### src/rtl/track_quality_monitor_assert.svh
`ifndef TRACK_QUALITY_MONITOR_ASSERT_SVH
`define TRACK_QUALITY_MONITOR_ASSERT_SVH

// Condition that must hold on every clock edge outside reset.
`define TQM_ASSERT_HOLDS(lbl, cond, msg) \
  lbl: assert property (@(posedge clk) disable iff (rst) (cond)) else $error(msg);

// Same-cycle implication outside reset.
`define TQM_ASSERT_IMPL(lbl, ante, cons, msg) \
  lbl: assert property (@(posedge clk) disable iff (rst) (ante) |-> (cons)) else $error(msg);

`endif

### src/rtl/tqm_pkg.sv
package tqm_pkg;

  localparam int MUL_W  = 30;
  localparam int PROD_W = 2 * MUL_W;
  localparam int DIV_NW = 44;
  localparam int DIV_DW = 26;

  localparam logic [15:0] Q_ONE        = 16'd32768;
  localparam logic [6:0]  HIST_LEN_RST = 7'd50;
  localparam logic [15:0] STAB_THR_RST = 16'd19661;
  localparam logic [6:0]  QUAL_WIN_RST = 7'd10;

  // 3*S for the quality sum, stable and not stable, plus rounding term
  localparam logic [18:0] QS_HI  = 19'd98304;
  localparam logic [18:0] QS_LO  = 19'd49152;
  localparam logic [18:0] QS_RND = 19'd5;

  // floor(v/10) = (v * RECIP10) >> RECIP_SH, exact for v < 699050
  localparam logic [19:0] RECIP10  = 20'd419431;
  localparam int          RECIP_SH = 22;

  typedef enum logic [1:0] {
    FUNC_START  = 2'd0,
    FUNC_UPDATE = 2'd1,
    FUNC_CLEAR  = 2'd2,
    FUNC_NOP    = 2'd3
  } func_t;

  typedef enum logic [1:0] {
    CFG_HIST_LEN = 2'd0,
    CFG_STAB_THR = 2'd1,
    CFG_QUAL_WIN = 2'd2
  } cfg_idx_t;

  typedef enum logic [4:0] {
    S_IDLE, S_DECODE, S_GATE_DX, S_GATE_DY, S_GATE_MM, S_AREA_P, S_AREA_N,
    S_GATE_END, S_PUSH, S_DIV_RATE, S_WALK_INIT, S_WALK, S_STAB, S_DEN1,
    S_DEN2, S_NUM1, S_NUM2, S_NUM3, S_DIV_TREND, S_LAST, S_QSUM, S_QFIN, S_OUT
  } state_t;

  typedef struct packed {
    logic busy;
    logic done;
  } div_stat_t;

endpackage

### src/rtl/tqm_div.sv
module tqm_div (
  input  logic                         clk,
  input  logic                         rst,
  input  logic                         start,
  input  logic [tqm_pkg::DIV_NW-1:0]   dividend,
  input  logic [tqm_pkg::DIV_DW-1:0]   divisor,
  output tqm_pkg::div_stat_t           stat,
  output logic [tqm_pkg::DIV_NW-1:0]   quotient
);
  import tqm_pkg::*;

  localparam int CW = $clog2(DIV_NW + 1);

  logic [DIV_DW-1:0] rem;
  logic [DIV_DW-1:0] dsr;
  logic [CW-1:0]     cnt;
  logic              busy;
  logic              done;
  logic [DIV_DW:0]   rem_sh;
  logic [DIV_DW:0]   rem_sub;

  // restoring step: one quotient bit per cycle, MSB first
  assign rem_sh  = {rem, quotient[DIV_NW-1]};
  assign rem_sub = rem_sh - {1'b0, dsr};

  always_ff @(posedge clk) begin
    if (rst) begin
      busy <= 1'b0;
      done <= 1'b0;
      cnt  <= '0;
    end else begin
      done <= 1'b0;
      if (start) begin
        busy <= 1'b1;
        cnt  <= CW'(DIV_NW);
      end else if (busy) begin
        cnt <= cnt - 1'b1;
        if (cnt == CW'(1)) begin
          busy <= 1'b0;
          done <= 1'b1;
        end
      end
    end
  end

  always_ff @(posedge clk) begin
    if (start) begin
      rem      <= '0;
      dsr      <= divisor;
      quotient <= dividend;
    end else if (busy) begin
      quotient <= {quotient[DIV_NW-2:0], ~rem_sub[DIV_DW]};
      rem      <= rem_sub[DIV_DW] ? rem_sh[DIV_DW-1:0] : rem_sub[DIV_DW-1:0];
    end
  end

  assign stat.busy = busy;
  assign stat.done = done;

endmodule

### config.mk
export PLATFORM = sky130hd
export DESIGN_NAME = tqm_div
export DESIGN_NICKNAME = d
export VERILOG_FILES = /design/src/rtl/track_quality_monitor_assert.svh /design/src/rtl/tqm_pkg.sv /design/src/rtl/tqm_div.sv
export SDC_FILE = /design/constraint.sdc
export NUM_CORES = 1
export LEC_CHECK = 0
export ABC_AREA = 1
export BUFFER_PORTS_ARGS = -buffer_cell sky130_fd_sc_hd__buf_2
export CORE_ASPECT_RATIO = 0.7
export CORE_UTILIZATION = 57
export CTS_CLUSTER_DIAMETER = 100
export DETAILED_ROUTE_END_ITERATION = 16
export PLACE_DENSITY = 0.79
export SKIP_LAST_GASP = 1
export SYNTH_ARGS = -nofsm -noshare
export SYNTH_HDL_FRONTEND = slang
export SYNTH_SLANG_ARGS = --single-unit
### constraint.sdc
create_clock -name clk -period 2.8 [get_ports clk]
set_input_delay 0.28 -clock clk [delete_from_list [all_inputs] [get_ports clk]]
set_output_delay 0.28 -clock clk [all_outputs]
set_load 0.01 [all_outputs]
# Word-level counts from Yosys, hierarchy flattened

Cells that the tools add are included.

Register bits after elaboration: 104
Bits of input ports: 73
Output and inout bits: 46

$add $sub $neg: 2
Eq/ne operators: 1
Multiplexer cells: 9
Bitwise logic cells: 2
Reduce and logical (&&, ||, !) cells: 3

Operator list:

| kind                                             | number |
|---|---|
| 2-to-1 mux 44 bit                                | 2 |
| subtractor 27 x 26 -> 27 bit                     | 1 |
| 2-to-1 mux 26 bit                                | 1 |
| 2-to-1 mux 6 bit                                 | 2 |
| == test 6 x 1 -> 1 bit, second input constant    | 1 |
| subtractor 6 x 1 -> 6 bit, second input constant | 1 |
| 2-to-1 mux 1 bit                                 | 4 |
| OR reduction 3 bit                               | 1 |
| NOT 1 bit                                        | 2 |
| nonzero test 2 bit                               | 1 |
| OR reduction 2 bit                               | 1 |

# Depth between registers and ports, before layout

Depth in word-level cells: 4
Mapped depth: 16
Depth with buffers taken out: 16

# Worst setup path after synthesis

No wires, ideal clock.

Path kind: reg-to-reg
Start point: register quotient[43] in the netlist's numbering
End point: register quotient[0] in the netlist's numbering, data pin
Setup time: 0.269 ns
Arrival: 1.850 ns
Data required time: 2.531 ns
Path slack: 0.681 ns
Cell stages (with the launch flop): 12
Cells stage by stage: edfxtp_1 -> inv_1 -> ha_1 -> inv_1 -> fa_1 -> nand3_1 -> nand3_2 -> nand2_2 -> nand3_2 -> nand2_4 -> buf_6 -> o21ai_0

Word-level cells in the longest chain between the ends: 4

Ends and longest elaborated chain:

| element                      | RTL line      | RTL |
|---|---|---|
| start, declared              | tqm_div.sv:8  | `output logic [tqm_pkg::DIV_NW-1:0] quotient` |
| start signal, assigned       | tqm_div.sv:50 | `quotient <= dividend;` |
| start signal, assigned       | tqm_div.sv:52 | `quotient <= {quotient[DIV_NW-2:0], ~rem_sub[DIV_DW]};` |
| subtractor 27 x 26 -> 27 bit | tqm_div.sv:24 | `assign rem_sub = rem_sh - {1'b0, dsr};` |
| NOT 1 bit                    | tqm_div.sv:52 |  |
| 2-to-1 mux 44 bit            | tqm_div.sv:51 | `end else if (busy) begin` |
| 2-to-1 mux 44 bit            | tqm_div.sv:47 | `if (start) begin` |

Every way passes these cells. The select of a mux whose other input is x is not followed.
A chain may end at the register's enable or synchronous reset.

# Worst setup path after layout

Start point: register quotient[43] in the netlist's numbering
End point: register rem[4]

Word-level cells in the longest chain between the ends: 2

Ends and longest elaborated chain:

| element                      | RTL line      | RTL |
|---|---|---|
| subtractor 27 x 26 -> 27 bit | tqm_div.sv:24 |  |
| 2-to-1 mux 26 bit            | tqm_div.sv:53 | `rem <= rem_sub[DIV_DW] ? rem_sh[DIV_DW-1:0] : rem_sub[DIV_DW-1:0];` |
| end signal, assigned         | tqm_div.sv:53 |  |
| end, declared                | tqm_div.sv:14 | `logic [DIV_DW-1:0] rem;` |

Every way passes these cells.

==> results.sh <==
export IMPL_arrival_ps=2590
export IMPL_synth_cell_types=36
export IMPL_grt_start_max_net_pins=48
export IMPL_cp_required_ps=3050
export IMPL_layout_cells_non_filler=1166
export IMPL_ys_ff_latch=104
export IMPL_synth_net_count=997
export IMPL_slew_headroom=0.508
export IMPL_cts_max_level=3
export IMPL_hpwl_um=10500
export IMPL_antenna_found_initial=0
export IMPL_period_share=0.836
export IMPL_cp_start_kind="flop"
export IMPL_cts_root_buf="clkbuf_16"
export IMPL_core_area_mm2=0.0110
export IMPL_rows=32
export IMPL_peakVddDrop_uv=323
export IMPL_crit_path_max_incr_delay_ps=440
export IMPL_holdBufCountCts=0
export IMPL_crit_buf_inv=2
export IMPL_diodes=0
export IMPL_rsz0062_at_grt="no"
export IMPL_place_inst=1150
export IMPL_status="finished clean"
export IMPL_p_sw_frac=0.275
export IMPL_critPathTopFamily="simple AND/OR/NAND/NOR gates"
export IMPL_place_area_mm2=0.00711
export IMPL_end_kind="flop"
export IMPL_setup_viol_count_final=0
export IMPL_slew_violations=0
export IMPL_ys_seq_area_frac=0.431
export IMPL_grt_pass1_vias=5066
export IMPL_hp_class="in2reg"
export IMPL_tns_ps=0
export IMPL_postCtsSetupRepairBufs=0
export IMPL_grtUsageTotal=0.259
export IMPL_io_buffers=118
export IMPL_grt_overflow=0
export IMPL_crit_path_start="quotient[43]"
export IMPL_start_util=0.586
export IMPL_maxCapViolations=0
export IMPL_dr_pass1_iters=7
export IMPL_path_class="reg2reg"
export IMPL_synth_area_per_cell_um2=7.22
export IMPL_dieArea_mm2=0.0118
export IMPL_drcViolationCount=0
export IMPL_switchingPower_uw=987
export IMPL_ctsResizeCount=0
export IMPL_clock_latency_ps=360
export IMPL_vias_per_cell=4.84
export IMPL_worstHoldStart="divisor[2]"
export IMPL_final_cell_area_mm2=0.00742
export IMPL_fp_dieH_um=91.1
export IMPL_grt_pass1_wl_um=23700
export IMPL_comb_power_share=0.142
export IMPL_netlist_instances=895
export IMPL_tightest_slew_ps=736
export IMPL_clock_skew_ps=8.19
export IMPL_cp_slowest_cell="fa_1"
export IMPL_synth_edf_count=70
export IMPL_reg2reg_from="quotient[43]"
export IMPL_crit_top_cell="nand3_1"
export IMPL_hold_viol=0
export IMPL_clk_pin_slew_ps=70
export IMPL_finalNetCount=1110
export IMPL_globalplace_congestion=0.973
export IMPL_die_w_um=129
export IMPL_numCtsBuffers=9
export IMPL_p_leak_nw=4.09
export IMPL_num_vias=5641
export IMPL_crit_chain="inv_1, ha_1, inv_1, fa_1, nand3_1, nand3_2, nand2_2, nand3_1, nand2_4, nand2_1, nand3_1, nand2_1"
export IMPL_p_int_mw=2.61
export IMPL_period_minus_slack_ps=2340
export IMPL_wire_per_inst_um=12.4
export IMPL_area_growth_synth_to_final_pct=14.8
export IMPL_syn_area_mm2=0.00646
export IMPL_cts_sinks=104
export IMPL_yosysWarnings=0
export IMPL_io_pin_count=119
export IMPL_synth_main_ff_cell="edfxtp_1"
export IMPL_ant_nets=0
export IMPL_drive_above_1_share=0.177
export IMPL_fmax_ghz=0.427
export IMPL_powerDensity_mw_per_mm2=484
export IMPL_cts_tree="yes"
export IMPL_worst_path_max_fanout=25
export IMPL_seqPwrFrac=0.505
export IMPL_synthArstFlopShare=0
export IMPL_finalPower_mw=3.59
export IMPL_first_iter_violations=466
export IMPL_postRouteWirelength_um=14500
export IMPL_p_clk_frac=0.353
export IMPL_cts_buffer_depth=2
cell type report:
cell class	instances	area (um2)
clock buffers	10	239
repair buffers	123	641
fillers	964	3590
flip-flops and latches	104	2780
multi-input cells	603	2870
well taps	153	191
inverters	167	627
clock inverters	6	62.6
cells in the mapped netlist (2+ instances only):
cell      number  area [um2]
nand2_1      388        1460
inv_1        165         619
edfxtp_1      70        2100
nand3_1       53         265
nor2_1        36         135
dfxtp_1       34         681
ha_1          28         350
nand2_2       23         144
a21oi_1       18        90.1
xnor2_1        9        78.8
clkbuf_1       8        30.0
nand4_1        7        43.8
nor2_2         7        43.8
xor2_1         6        52.6
clkbuf_8       5        68.8
nor3_1         5        25.0
o21ai_0        4        20.0
buf_6          3        33.8
nand3_2        3        30.0
a31oi_1        2        12.5
buf_1          2        7.51
buf_4          2        15.0
inv_2          2        7.51
nand2_4        2        22.5
o21bai_1       2        15.0
sequential cells by signal, summed over array words and instances, names as in the netlist:
register,count
done,1
cnt,6
busy,1
quotient,44
rem,26
dsr,26
power by group through the flow:
stage / logic (mW) / clock network (mW) / registers (mW)
after floorplan: 0.281 / 0 / 1.88
after global placement: 0.499 / 0 / 1.84
after detailed placement: 0.502 / 0 / 1.85
after CTS: 0.507 / 1.29 / 1.81
after global routing: 0.570 / 1.34 / 1.83
final: 0.510 / 1.27 / 1.81
through the flow:
stage | utilization | hold slack (ps) | setup slack [ps]
after floorplan | - | 349 | 681
after global placement | 0.646 | 456 | 559
after detailed placement | 0.646 | 458 | 472
after CTS | 0.674 | 89.0 | 463
after global routing | 0.674 | 84.4 | 191
final | 0.674 | 95.6 | 458
layout by cell type, fill, tap and decap left out:
| master | netlist | routed |
|---|---|---|
| a211oi_1 | 1 | 1 |
| a21o_1 | 1 | 1 |
| a21oi_1 | 18 | 18 |
| a21oi_2 | 1 | 1 |
| a31oi_1 | 2 | 2 |
| and2_1 | 1 | 1 |
| buf_12 | 1 | 1 |
| buf_2 | 0 | 118 |
| buf_4 | 2 | 4 |
| clkbuf_16 | 0 | 9 |
| clkbuf_8 | 5 | 1 |
| clkinv_4 | 0 | 3 |
| clkinv_8 | 0 | 1 |
| dfxtp_1 | 34 | 34 |
| edfxtp_1 | 70 | 70 |
| fa_1 | 1 | 1 |
| ha_1 | 28 | 28 |
| inv_1 | 165 | 165 |
| inv_2 | 2 | 2 |
| inv_6 | 0 | 1 |
| inv_8 | 0 | 1 |
| nand2_1 | 388 | 388 |
| nand2_2 | 23 | 23 |
| nand2_4 | 2 | 2 |
| nand3_1 | 53 | 53 |
| nand3_2 | 3 | 3 |
| nand3b_1 | 1 | 1 |
| nand4_1 | 7 | 7 |
| nor2_1 | 36 | 36 |
| nor2_2 | 7 | 7 |
| nor3_1 | 5 | 5 |
| nor3_2 | 1 | 1 |
| nor4_1 | 1 | 1 |
| o21ai_0 | 4 | 4 |
| o21bai_1 | 2 | 2 |
| o31ai_1 | 1 | 1 |
| or2_2 | 1 | 1 |
| xnor2_1 | 9 | 9 |
| xor2_1 | 6 | 6 |
per-layer routing:
layer  GRT usage  vias up  wire length (um)
met3      0.0648       27               878
met1       0.379     2517              7210
met5           0        -                 0
li1            -     2949                 -
met2       0.375      148              6180
met4      0.0775        0               207
cell families (layout without fill, tap and decap cells):
kind of cell | count (synthesis) | in the layout | synth area share
AO/OA/AOI/OAI | 30 | 30 | 0.0262
adder cells (fa/ha/maj) | 29 | 29 | 0.0574
buffers and inverters | 188 | 306 | 0.124
AND/OR/NAND/NOR | 529 | 529 | 0.341
XOR/XNOR | 15 | 15 | 0.0203
flip-flops | 104 | 104 | 0.431
path summary, 6_finish.rpt:
kind         endpoint  slack (ps)  cells after the start
max reg2reg    rem[4]         460                     12
min            dsr[2]         100                      1
max            rem[4]         460                     12
min reg2reg   rem[15]         470                      2
No activity file was read; power rests on OpenSTA's default activity.
